## src/rtl/s2rd_pkg.sv

```systemverilog
// Shared types and constants for the signed integer to radix digits unit.
package s2rd_pkg;

   // Alphabet register file: eight 64-bit words, eight symbols each
   localparam int NUM_WORDS   = 8;
   localparam int WORD_BITS   = 64;
   localparam int WORD_IDX_W  = 3;
   localparam int CSR_INDEX_W = 4;
   localparam int SYM_IDX_W   = 6;

   // Quotient bits resolved per divide cycle
   localparam int DIV_STEP_BITS = 8;

   localparam logic [WORD_BITS-1:0] ALPHA_WORD0_RESET = 64'h3736353433323130;
   localparam logic [WORD_BITS-1:0] ALPHA_WORD1_RESET = 64'h0000000000003938;

   localparam logic [7:0] CHAR_PLUS  = 8'h2B;
   localparam logic [7:0] CHAR_MINUS = 8'h2D;
   localparam logic [7:0] CHAR_SPACE = 8'h20;
   localparam logic [7:0] CHAR_LOW   = 8'd32;
   localparam logic [7:0] CHAR_HIGH  = 8'd126;
   localparam logic [7:0] CHAR_NUL   = 8'h00;

   typedef logic [SYM_IDX_W-1:0]  sym_idx_type;
   typedef logic [WORD_BITS-1:0]  word_type;

   typedef enum logic [1:0] {
      ST_IDLE,
      ST_SCAN,
      ST_DIVIDE,
      ST_EMIT
   } state_type;

endpackage

```

## src/rtl/signed_int_to_radix_digits_unit.sv

```systemverilog
// Signed integer to text converter in a programmable radix, one character per transaction.

// Each input transaction carries one signed VALUE_BITS number; the unit returns its text
// one character per output transaction, most significant digit first, with a leading '-'
// for negatives and last set on the final character. The digit symbols are an alphabet
// packed eight bytes per CSR word (lowest byte first) and ended by the first zero byte;
// the radix is the alphabet length. An alphabet shorter than two symbols, or holding '+',
// '-', space, a byte outside 32..126 or a repeated symbol, makes every number produce no
// output at all. The unit works on one number at a time and req_ready is high only while
// it is idle. After reset or any CSR write the first number pays an alphabet check, one
// symbol per cycle through a single read mux. Each digit then passes the shared divider,
// which resolves eight quotient bits per cycle, and characters leave the output register
// one per cycle while the consumer keeps rsp_ready high. The final character can still be
// leaving the unit while the next number is taken.
module signed_int_to_radix_digits_unit #(
   parameter int ALPHABET_MAX = 64,
   parameter int VALUE_BITS   = 32
) (
   input  logic                                 clock,
   input  logic                                 reset,
   // input number channel
   input  logic                                 req_valid,
   output logic                                 req_ready,
   input  logic signed [VALUE_BITS-1:0]         req_value,
   // output character channel
   output logic                                 rsp_valid,
   input  logic                                 rsp_ready,
   output logic [7:0]                           rsp_symbol,
   output logic                                 rsp_last,
   // alphabet CSR write port
   input  logic                                 csr_wr_en,
   input  logic [s2rd_pkg::CSR_INDEX_W-1:0]     csr_index,
   input  logic [s2rd_pkg::WORD_BITS-1:0]       csr_wdata
);

   // digit width, radix width, divider geometry, digit stack depth counter
   localparam int DW         = (ALPHABET_MAX > 2) ? $clog2(ALPHABET_MAX) : 1;
   localparam int RW         = $clog2(ALPHABET_MAX + 1);
   localparam int CW         = DW + 1;
   localparam int DIV_CYCLES = (VALUE_BITS + s2rd_pkg::DIV_STEP_BITS - 1)
                               / s2rd_pkg::DIV_STEP_BITS;
   localparam int QW         = DIV_CYCLES * s2rd_pkg::DIV_STEP_BITS;
   localparam int DCW        = (DIV_CYCLES > 1) ? $clog2(DIV_CYCLES) : 1;
   localparam int DPW        = $clog2(VALUE_BITS + 1);

   localparam logic [VALUE_BITS-1:0] VAL_ONE  = VALUE_BITS'(1);
   localparam logic [RW-1:0]         RAD_MAX  = RW'(ALPHABET_MAX);
   localparam logic [RW-1:0]         RAD_MIN  = RW'(2);
   localparam logic [DCW-1:0]        DIV_LAST = DCW'(DIV_CYCLES - 1);

   // ------------------------------------------------------------------
   // Registers
   // ------------------------------------------------------------------
   s2rd_pkg::state_type                           state_ff, state_in;
   logic [s2rd_pkg::NUM_WORDS-1:0][s2rd_pkg::WORD_BITS-1:0] alpha_ff;

   logic              checked_ff, checked_in;   // alphabet verified since last CSR write
   logic              ok_ff, ok_in;             // verified alphabet is usable
   logic [RW-1:0]     radix_ff, radix_in;
   logic [RW-1:0]     cnt_ff, cnt_in;           // scan position
   logic [127:0]      seen_ff, seen_in;         // symbols met so far in the scan

   logic [QW-1:0]     dq_ff, dq_in;             // dividend, becomes quotient
   logic [DW-1:0]     rem_ff, rem_in;
   logic [DCW-1:0]    div_cnt_ff, div_cnt_in;
   logic              sign_ff, sign_in;         // '-' still owed

   logic [DW-1:0]     stk_ff [VALUE_BITS];      // digit stack, top at entry 0
   logic [DPW-1:0]    depth_ff, depth_in;

   logic              rsp_valid_ff, rsp_valid_in;
   logic [7:0]        rsp_symbol_ff, rsp_symbol_in;
   logic              rsp_last_ff, rsp_last_in;

   // ------------------------------------------------------------------
   // Alphabet read mux: one port, shared by the scan and the emit phase
   // ------------------------------------------------------------------
   s2rd_pkg::sym_idx_type rd_idx;
   s2rd_pkg::word_type    rd_word;
   logic [7:0]            rd_sym;

   assign rd_idx  = (state_ff == s2rd_pkg::ST_SCAN) ? s2rd_pkg::sym_idx_type'(cnt_ff)
                                                    : s2rd_pkg::sym_idx_type'(stk_ff[0]);
   assign rd_word = alpha_ff[rd_idx[s2rd_pkg::SYM_IDX_W-1:3]];
   assign rd_sym  = rd_word[{rd_idx[2:0], 3'b000} +: 8];

   logic scan_end, scan_bad;
   assign scan_end = (cnt_ff == RAD_MAX) || (rd_sym == s2rd_pkg::CHAR_NUL);
   assign scan_bad = (rd_sym == s2rd_pkg::CHAR_PLUS) || (rd_sym == s2rd_pkg::CHAR_MINUS)
                  || (rd_sym == s2rd_pkg::CHAR_SPACE) || (rd_sym < s2rd_pkg::CHAR_LOW)
                  || (rd_sym > s2rd_pkg::CHAR_HIGH) || seen_ff[rd_sym[6:0]];

   // ------------------------------------------------------------------
   // Input magnitude
   // ------------------------------------------------------------------
   logic [VALUE_BITS-1:0] val_u, mag;
   logic                  neg;

   assign val_u = req_value;
   assign neg   = val_u[VALUE_BITS-1];
   assign mag   = neg ? (~val_u + VAL_ONE) : val_u;

   // ------------------------------------------------------------------
   // Shared divider: eight restoring steps per cycle on a narrow remainder
   // ------------------------------------------------------------------
   logic [QW-1:0] dq_nxt;
   logic [DW-1:0] rem_nxt;

   always_comb begin
      logic [CW-1:0] t;
      logic [CW-1:0] rad;
      logic [DW-1:0] r;
      logic [QW-1:0] d;
      rad = CW'(radix_ff);
      r   = rem_ff;
      d   = dq_ff;
      for (int s = 0; s < s2rd_pkg::DIV_STEP_BITS; s++) begin
         t = {r, d[QW-1]};
         d = {d[QW-2:0], 1'b0};
         if (t >= rad) begin
            t    = t - rad;
            d[0] = 1'b1;
         end
         r = t[DW-1:0];
      end
      dq_nxt  = d;
      rem_nxt = r;
   end

   // ------------------------------------------------------------------
   // Sequencer: next state and datapath controls
   // ------------------------------------------------------------------
   logic push, pop;

   always_comb begin
      state_in      = state_ff;
      checked_in    = checked_ff;
      ok_in         = ok_ff;
      radix_in      = radix_ff;
      cnt_in        = cnt_ff;
      seen_in       = seen_ff;
      dq_in         = dq_ff;
      rem_in        = rem_ff;
      div_cnt_in    = div_cnt_ff;
      sign_in       = sign_ff;
      depth_in      = depth_ff;
      rsp_valid_in  = rsp_valid_ff;
      rsp_symbol_in = rsp_symbol_ff;
      rsp_last_in   = rsp_last_ff;
      push          = 1'b0;
      pop           = 1'b0;

      // drop the output character once taken
      if (rsp_valid_ff && rsp_ready) begin
         rsp_valid_in = 1'b0;
      end

      // a new alphabet must be verified again
      if (csr_wr_en) begin
         checked_in = 1'b0;
      end

      unique case (state_ff)
         s2rd_pkg::ST_IDLE: begin
            if (req_valid) begin
               sign_in    = neg;
               dq_in      = QW'(mag);
               rem_in     = '0;
               div_cnt_in = '0;
               depth_in   = '0;
               if (!checked_ff) begin
                  cnt_in   = '0;
                  seen_in  = '0;
                  state_in = s2rd_pkg::ST_SCAN;
               end else if (ok_ff) begin
                  state_in = s2rd_pkg::ST_DIVIDE;
               end
            end
         end

         s2rd_pkg::ST_SCAN: begin
            if (scan_end) begin
               radix_in   = cnt_ff;
               ok_in      = (cnt_ff >= RAD_MIN);
               checked_in = 1'b1;
               state_in   = (cnt_ff >= RAD_MIN) ? s2rd_pkg::ST_DIVIDE : s2rd_pkg::ST_IDLE;
            end else if (scan_bad) begin
               ok_in      = 1'b0;
               checked_in = 1'b1;
               state_in   = s2rd_pkg::ST_IDLE;
            end else begin
               seen_in[rd_sym[6:0]] = 1'b1;
               cnt_in               = RW'(cnt_ff + 1'b1);
            end
         end

         s2rd_pkg::ST_DIVIDE: begin
            dq_in      = dq_nxt;
            rem_in     = rem_nxt;
            div_cnt_in = DCW'(div_cnt_ff + 1'b1);
            if (div_cnt_ff == DIV_LAST) begin
               // one digit done: push it, restart on the quotient
               push       = 1'b1;
               depth_in   = DPW'(depth_ff + 1'b1);
               rem_in     = '0;
               div_cnt_in = '0;
               if (dq_nxt == '0) begin
                  state_in = s2rd_pkg::ST_EMIT;
               end
            end
         end

         s2rd_pkg::ST_EMIT: begin
            if (!rsp_valid_ff || rsp_ready) begin
               rsp_valid_in = 1'b1;
               if (sign_ff) begin
                  rsp_symbol_in = s2rd_pkg::CHAR_MINUS;
                  rsp_last_in   = 1'b0;
                  sign_in       = 1'b0;
               end else begin
                  rsp_symbol_in = rd_sym;
                  rsp_last_in   = (depth_ff == DPW'(1));
                  pop           = 1'b1;
                  depth_in      = DPW'(depth_ff - 1'b1);
                  if (depth_ff == DPW'(1)) begin
                     state_in = s2rd_pkg::ST_IDLE;
                  end
               end
            end
         end

         default: begin
            state_in = s2rd_pkg::ST_IDLE;
         end
      endcase
   end

   // ------------------------------------------------------------------
   // State and control registers
   // ------------------------------------------------------------------
   always_ff @(posedge clock) begin
      if (reset) begin
         state_ff     <= s2rd_pkg::ST_IDLE;
         checked_ff   <= 1'b0;
         ok_ff        <= 1'b0;
         rsp_valid_ff <= 1'b0;
         sign_ff      <= 1'b0;
         depth_ff     <= '0;
         div_cnt_ff   <= '0;
         cnt_ff       <= '0;
      end else begin
         state_ff     <= state_in;
         checked_ff   <= checked_in;
         ok_ff        <= ok_in;
         rsp_valid_ff <= rsp_valid_in;
         sign_ff      <= sign_in;
         depth_ff     <= depth_in;
         div_cnt_ff   <= div_cnt_in;
         cnt_ff       <= cnt_in;
      end
   end

   // alphabet CSRs; writes past the last word are ignored
   always_ff @(posedge clock) begin
      if (reset) begin
         alpha_ff <= {{((s2rd_pkg::NUM_WORDS - 2) * s2rd_pkg::WORD_BITS){1'b0}},
                      s2rd_pkg::ALPHA_WORD1_RESET, s2rd_pkg::ALPHA_WORD0_RESET};
      end else if (csr_wr_en && (csr_index < s2rd_pkg::CSR_INDEX_W'(s2rd_pkg::NUM_WORDS))) begin
         alpha_ff[csr_index[s2rd_pkg::WORD_IDX_W-1:0]] <= csr_wdata;
      end
   end

   // payload registers
   always_ff @(posedge clock) begin
      radix_ff      <= radix_in;
      seen_ff       <= seen_in;
      dq_ff         <= dq_in;
      rem_ff        <= rem_in;
      rsp_symbol_ff <= rsp_symbol_in;
      rsp_last_ff   <= rsp_last_in;
   end

   // digit stack: push the newest (more significant) digit on top, pop from the top
   always_ff @(posedge clock) begin
      if (push) begin
         stk_ff[0] <= rem_nxt;
         for (int k = 1; k < VALUE_BITS; k++) begin
            stk_ff[k] <= stk_ff[k-1];
         end
      end else if (pop) begin
         for (int k = 0; k < VALUE_BITS - 1; k++) begin
            stk_ff[k] <= stk_ff[k+1];
         end
      end
   end

   // ------------------------------------------------------------------
   // Outputs
   // ------------------------------------------------------------------
   assign req_ready  = (state_ff == s2rd_pkg::ST_IDLE);
   assign rsp_valid  = rsp_valid_ff;
   assign rsp_symbol = rsp_symbol_ff;
   assign rsp_last   = rsp_last_ff;

endmodule

```

## config.mk

```make
export PLATFORM = sky130hd
export DESIGN_NAME = signed_int_to_radix_digits_unit
export DESIGN_NICKNAME = d
export VERILOG_FILES = /design/src/rtl/s2rd_pkg.sv /design/src/rtl/signed_int_to_radix_digits_unit.sv
export SDC_FILE = /design/constraint.sdc
export NUM_CORES = 2
export LEC_CHECK = 0
export ABC_AREA = 1
export ABC_CLOCK_PERIOD_IN_PS = 16500
export BUFFER_PORTS_ARGS = -buffer_cell sky130_fd_sc_hd__buf_2
export CELL_PAD_IN_SITES_DETAIL_PLACEMENT = 0
export CELL_PAD_IN_SITES_GLOBAL_PLACEMENT = 1
export CORE_MARGIN = 5
export CORE_UTILIZATION = 47
export DETAILED_ROUTE_END_ITERATION = 16
export HOLD_SLACK_MARGIN = 0.05
export PLACE_DENSITY = 0.78
export SYNTH_ARGS = -nofsm -noshare
export SYNTH_HDL_FRONTEND = slang
export SYNTH_SLANG_ARGS = --single-unit
```

## constraint.sdc

```tcl
create_clock -name clock -period 16.5 [get_ports clock]
set_input_delay 2.475 -clock clock [delete_from_list [all_inputs] [get_ports clock]]
set_output_delay 2.475 -clock clock [all_outputs]
set_load 0.01 [all_outputs]
```

Word-level counts from Yosys, hierarchy flattened
Memory sizes are Yosys's and may differ from the RTL's.
Index checks and enable logic that the tools add are counted.

cells by class
  add/subtract/negate cells = 13
  multiply operators = 0
  divide/modulo/power cells = 0
  order comparisons = 17
  equality and inequality tests = 20
  shift operators = 1
  multiplexer cells = 114
  bitwise operators = 33
  reductions and logical operators = 28

operators with widths
  kind                                                                    count
  512-bit bitwise mux                                                     1
  128-bit two-way mux                                                     4
  6-bit two-way mux                                                       45
  128-bit case mux with 2 select lines                                    1
  64-bit binary-select mux with 3-bit select                              1
  64-bit demux with 3-bit select                                          1
  64-bit two-way mux                                                      2
  128-bit OR                                                              1
  32-bit two-way mux                                                      2
  32-bit case mux with 2 select lines                                     1
  64-bit by 7-bit indexed part select with 8-bit output                   1
  7-bit >= comparator                                                     8
  6-bit subtractor                                                        8
  32-bit by 1-bit adder with 32-bit output (second input constant)        1
  32-bit zero test                                                        1
  32-bit inverter                                                         1
  1-bit two-way mux                                                       31
  1-bit OR                                                                31
  7-bit two-way mux                                                       4
  2-bit two-way mux                                                       13
  8-bit by 6-bit equality test with 1-bit output (second input constant)  3
  2-bit != test (second input constant)                                   9
  6-bit case mux with 3 select lines                                      1
  7-bit case mux with 2 select lines                                      1
  35 further kinds                                                        54

word-level totals
  register bits after elaboration = 715
  latch bits = 0
  RAM bits = 192
  ROM bits = 0
  input bits = 105
  output and inout bits = 11
  logic and storage cells = 249
  memories kept = 1

memory list
  name    depth  width  rd ports  clocked after Yosys merged registers in  wr ports  line                                   RTL
  stk_ff  32     6      32        0                                        32        signed_int_to_radix_digits_unit.sv:68  logic [DW-1:0] stk_ff [VALUE_BITS];

Logic depth before layout (Yosys ltp)
  word-level depth = 20
  depth in mapped cells = 86
  mapped depth without buffers = 83

Worst setup path after synthesis
Ideal clock, no wire load.

  path kind = register to register
  from = register radix_ff[1]
  to = register state_ff[0]
  setup time = 128 ps
  data arrival time = 12387 ps
  required time = 16372 ps
  setup slack = 3986 ps
  stages on the path, launching flop included = 80
  buffers on the path = 5
  period minus slack after synthesis = 12514 ps
  cell sequence = edfxtp_1 -> inv_1 -> ha_1 -> nand2_1 -> o21ai_0 -> a21oi_1 -> o21bai_1 -> nand2_1 -> nand2_1 -> a21o_1 -> clkbuf_1 -> nor2_1 -> a21oi_1 -> ha_1 -> nand2_1 -> a21oi_1 -> a211oi_1 -> nand3_1 -> (+44 left out) -> o21bai_1 -> nand2_1 -> nand2_1 -> a21o_1 -> inv_1 -> clkbuf_1 -> o21ai_0 -> ha_1 -> nand3_1 -> nand2_1 -> nand4_1 -> nand3_1 -> inv_1 -> nand4_1 -> a221oi_1 -> nand3_1 -> nand2_1 -> nor2_1

on the way
  cells in the longest elaborated chain, start to end = 19
  elaborated cells on any way between the ends = 33
  those cells by class = 7 x add/sub; 8 x order compare; 1 x eq/ne; 15 x mux; 2 x reduce/logical

RTL lines
  item                                                     line                                                                            RTL
  start, declared                                          signed_int_to_radix_digits_unit.sv:59                                           logic [RW-1:0] radix_ff, radix_in;
  start signal, assigned                                   signed_int_to_radix_digits_unit.sv:275                                          radix_ff <= radix_in;
  6-bit subtractor or 7-bit >= comparator (tied branches)  signed_int_to_radix_digits_unit.sv:121, signed_int_to_radix_digits_unit.sv:120
  6-bit two-way mux                                        signed_int_to_radix_digits_unit.sv:120                                          if (t >= rad) begin
  6-bit subtractor or 7-bit >= comparator (tied branches)  signed_int_to_radix_digits_unit.sv:121, signed_int_to_radix_digits_unit.sv:120
  6-bit two-way mux                                        signed_int_to_radix_digits_unit.sv:120
  6-bit subtractor or 7-bit >= comparator (tied branches)  signed_int_to_radix_digits_unit.sv:121, signed_int_to_radix_digits_unit.sv:120
  6-bit two-way mux                                        signed_int_to_radix_digits_unit.sv:120
  6-bit subtractor or 7-bit >= comparator (tied branches)  signed_int_to_radix_digits_unit.sv:121, signed_int_to_radix_digits_unit.sv:120
  6-bit two-way mux                                        signed_int_to_radix_digits_unit.sv:120
  (+3 left out)                                            n/a
  6-bit two-way mux                                        signed_int_to_radix_digits_unit.sv:120
  6-bit subtractor or 7-bit >= comparator (tied branches)  signed_int_to_radix_digits_unit.sv:121, signed_int_to_radix_digits_unit.sv:120
  6-bit two-way mux                                        signed_int_to_radix_digits_unit.sv:120
  7-bit >= comparator                                      signed_int_to_radix_digits_unit.sv:120
  1-bit two-way mux                                        signed_int_to_radix_digits_unit.sv:120
  32-bit zero test (*)                                     signed_int_to_radix_digits_unit.sv:207                                          if (dq_nxt == '0) begin
  2-bit != test (no source line) (*)                       n/a
  8-bit AND reduction (no source line) (*)                 n/a
  end signal, assigned                                     signed_int_to_radix_digits_unit.sv:243                                          state_ff <= s2rd_pkg::ST_IDLE;
  end signal, assigned                                     signed_int_to_radix_digits_unit.sv:252                                          state_ff <= state_in;
  end, declared                                            signed_int_to_radix_digits_unit.sv:54                                           s2rd_pkg::state_type state_ff, state_in;

Every way passes the cells marked *; elsewhere a longest branch is shown, timed or not.
A chain may end at the register's enable or synchronous reset.

Worst setup path in the final report
Ends and elaborated chain as after synthesis.

==> results.rst <==
.. list-table::
   :header-rows: 1

   * - Metric
     - Value
   * - Status
     - completed
   * - Hold buffer count at cts
     - 0
   * - Detail-routed net length per standard cell
     - 18.7 µm
   * - Critical Setup Path Class
     - flip-flop to flip-flop
   * - Async S/R FF share, synth
     - 0%
   * - Capturing element type of the critical path
     - flip-flop
   * - Wire length of the first global-routing pass
     - 195 mm
   * - Max rail drop VDD
     - 129 µV
   * - Highest net fanout along the worst path
     - 14
   * - Max capacitance violation total
     - 0
   * - Routed vias/inst
     - 5.43
   * - Clock sink count
     - 875
   * - Floorplan Core Area
     - 89900 µm²
   * - Cell Area, Synth
     - 42500 µm²
   * - Setup repair after global routing missed its margin
     - no
   * - Synth Instances
     - 5556
   * - FF+latch count, synth
     - 875
   * - Leftover overflow at the end of global routing
     - 0
   * - Mean instance size in the synthesized netlist
     - 7.66 µm²
   * - Most common flop cell mapped by yosys
     - dfxtp_1
   * - Detailed placer's ending HPWL
     - 69.3 mm
   * - Initial antenna violation count
     - 19
   * - Nets
     - 5607
   * - Crit share post-route
     - 89.6%
   * - Standby leakage power
     - 19.2 nW
   * - DRC violation count after routing
     - 0
   * - Post-Route Setup TNS
     - 0 ns
   * - Required time of the critical path
     - 17.10 ns
   * - Worst Max-Slew Pin Slew
     - 1.15 ns
   * - Total count of hold-check failures in the final report
     - 0
   * - Clock buffers created by TritonCTS
     - 98
   * - Clock network latency to the later pin of the worst-skew pair
     - 0.69 ns
   * - Total Routed Length
     - 125 mm
   * - Number of warnings issued by yosys
     - 0
   * - Final setup vio count
     - 0
   * - # IOs
     - 116
   * - Crit path arrival time
     - 15.40 ns
   * - Post-synth top area share
     - 25.1%
   * - Max-slew headroom
     - 23.0%
   * - Clock transition at the registers of the reported paths
     - 0.06 ns
   * - F_max
     - 0.0676 GHz
   * - Count of antenna-violating nets left after detailed routing
     - 0
   * - Area growth, synth to finish
     - 9.37%
   * - IO Port Bufs
     - 115
   * - Number of flops mapped to enable cells by yosys
     - 342
   * - Most frequent cell on the critical path
     - nand2_1
   * - Yosys cell types
     - 46
   * - Initial standard-cell utilization of the core
     - 47.3%
   * - Final Skew
     - 0.0332 ns
   * - Stage delay of the slowest cell on the critical path
     - 0.40 ns
   * - Leading post-synthesis cells by cell area
     - dfxtp_1 (25%), edfxtp_1 (24%), nand2_1 (9.3%)
   * - TritonCTS clock tree
     - built
   * - Ratio of cells with drive above 1 in the final layout
     - 7.21%
   * - Syn Nets
     - 5737
   * - Class of the tightest hold or removal check
     - flip-flop to flip-flop
   * - Routability cong.
     - 0.822
   * - Via count of the first global-routing pass
     - 33800
   * - Die extent in y
     - 311 µm
   * - Via count
     - 36300
   * - Clock root buffer
     - clkbuf_16
   * - Power density over the cells
     - 190 nW/µm²
   * - Drt first pass iters
     - 6
   * - Area of the die
     - 96600 µm²
   * - Initial DRC count
     - 3058
   * - Horizontal die dimension
     - 311 µm
   * - Final slew viol count
     - 0
   * - GRT Total Usage
     - 24.8%
   * - Sequential cell area fraction in the yosys report
     - 49.2%
   * - Deepest level of the CTS H-tree
     - 3
   * - Final core utilization
     - 51.8%
   * - Largest net degree at the start of global routing
     - 182
   * - Post-route minimum period
     - 14.79 ns
   * - Buffer levels on the longest clock path
     - 3
   * - Cell type with the largest total area after synthesis
     - dfxtp_1
   * - Number of rows created at floorplan
     - 110
   * - Startpoint kind of the worst setup timing path
     - flip-flop
   * - CP max-delay cell
     - a221oi_2
-- cells by family (layout without fill, tap and decap cells) --
logic type / Yosys count / count (layout) / synth area share, %
other: 0 / 7 / 0
DFF: 875 / 875 / 49.2
xor gates and xnor gates: 52 / 52 / 1.07
buffers and inverters: 856 / 806 / 8.11
adders and majority gates: 76 / 76 / 2.38
AOI/OAI and AO/OA: 1422 / 1422 / 17.6
and+or+nand+nor: 2274 / 2274 / 21.6
muxes: 1 / 1 / 0.0235
-- registers in the layout, indices dropped and copies added (netlist names), 2 cells and up --
| register | cells |
|---|---|
| alpha_ff | 512 |
| cnt_ff | 7 |
| depth_ff | 6 |
| div_cnt_ff | 2 |
| dq_ff | 32 |
| radix_ff | 7 |
| rem_ff | 6 |
| rsp_symbol | 8 |
| seen_ff | 96 |
| state_ff | 2 |
| stk_ff | 192 |
-- placed cells by master, fill, tap and decap left out, drive strengths merged, types with 3 or more instances in the layout --
| master | count |
|---|---|
| xor2 | 28 |
| nand3b | 10 |
| nand2 | 1067 |
| buf | 173 |
| clkinv | 40 |
| a221oi | 3 |
| or2 | 8 |
| o211ai | 99 |
| nor3 | 20 |
| xnor2 | 24 |
| diode | 7 |
| a31oi | 5 |
| fa | 8 |
| nor2 | 810 |
| ha | 68 |
| clkbuf | 142 |
| o21bai | 3 |
| o22ai | 17 |
| nand3 | 331 |
| o21ai | 827 |
| nand4 | 14 |
| a21o | 3 |
| dfxtp | 533 |
| o41ai | 4 |
| a211oi | 5 |
| a21oi | 451 |
| inv | 449 |
| nor4 | 11 |
| nor3b | 3 |
| edfxtp | 342 |
-- layer usage --
metal	vias up	global-route usage, %	part of all wire, %
met2	840	41.4	47
met1	17200	34.1	46
met4	16	5.61	1.9
met3	168	4.10	5.5
li1	18200	-	-
met5	-	0	0.083
-- layout make-up --
cell class	instances	area [µm²]
Fill cell	8865	43300
Sequential cell	875	20900
Multi-Input combinational cell	3825	18300
Clock buffer	142	2800
Inverter	453	1720
Tap cell	1176	1470
Timing Repair Buffer	173	1010
Clock inverter	38	272
Antenna cell	7	17.5
-- where the power goes --
| group | switching (mW) | internal (mW) |
|---|---|---|
| logic | 2.87 | 1.07 |
| registers | 0.131 | 2.64 |
| clock network | 0.905 | 1.21 |
| total | 3.90 | 4.92 |
-- Yosys cell counts, types with 14 or more instances --
master       n
ha_1        68
edfxtp_1   342
o21ai_0    782
buf_4       27
nand2_1   1055
dfxtp_1    533
o211ai_1    99
inv_2       14
buf_2       60
o22ai_1     17
buf_1       25
a21oi_1    451
nand4_1     14
inv_1      431
xnor2_1     24
nor2_1     798
clkbuf_1   283
o21ai_1     43
xor2_1      28
nand3_1    331
nor3_1      20
-- final timing paths --
kind	to	slack, ns	depth (start not counted)	start
worst max-delay path	state_ff[0]	1.71	81	radix_ff[1]
worst min-delay path	alpha_ff[37]	0.45	2	alpha_ff[37]
worst max register to register	state_ff[0]	1.71	81	radix_ff[1]
worst min register to register	alpha_ff[37]	0.45	2	alpha_ff[37]
-- per-stage QoR --
step | std cells | hold WS [ns] | power [mW] | instance area (µm²) | setup WS (ns)
after floorplan | 5556 | 0.403 | 5.59 | 42500 | 3.99
after global placement | 6500 | 0.431 | 6.72 | 43400 | 1.00
after detailed placement | 6500 | 0.436 | 6.74 | 43400 | 0.801
after CTS | 6680 | 0.449 | 8.86 | 46500 | 0.757
after global routing | 6684 | 0.454 | 9.43 | 46500 | 0.0454
final | 6689 | 0.450 | 8.82 | 46500 | 1.71
-- timing repair --
action                                  CTS  global route
resized for setup                         0             6
endpoints found under the setup margin    0            15
setup buffers                             0             2
-- worst max-delay path, delay by kind of cell, from the launching register on --
kind,cells,cell delay (ns)
AOI/OAI and AO/OA,32,5.88
buffers and inverters,10,2.07
and+or+nand+nor,31,3.61
DFF,1,0.32
adders and majority gates,8,2.82
(Power assumes the default switching activity.)
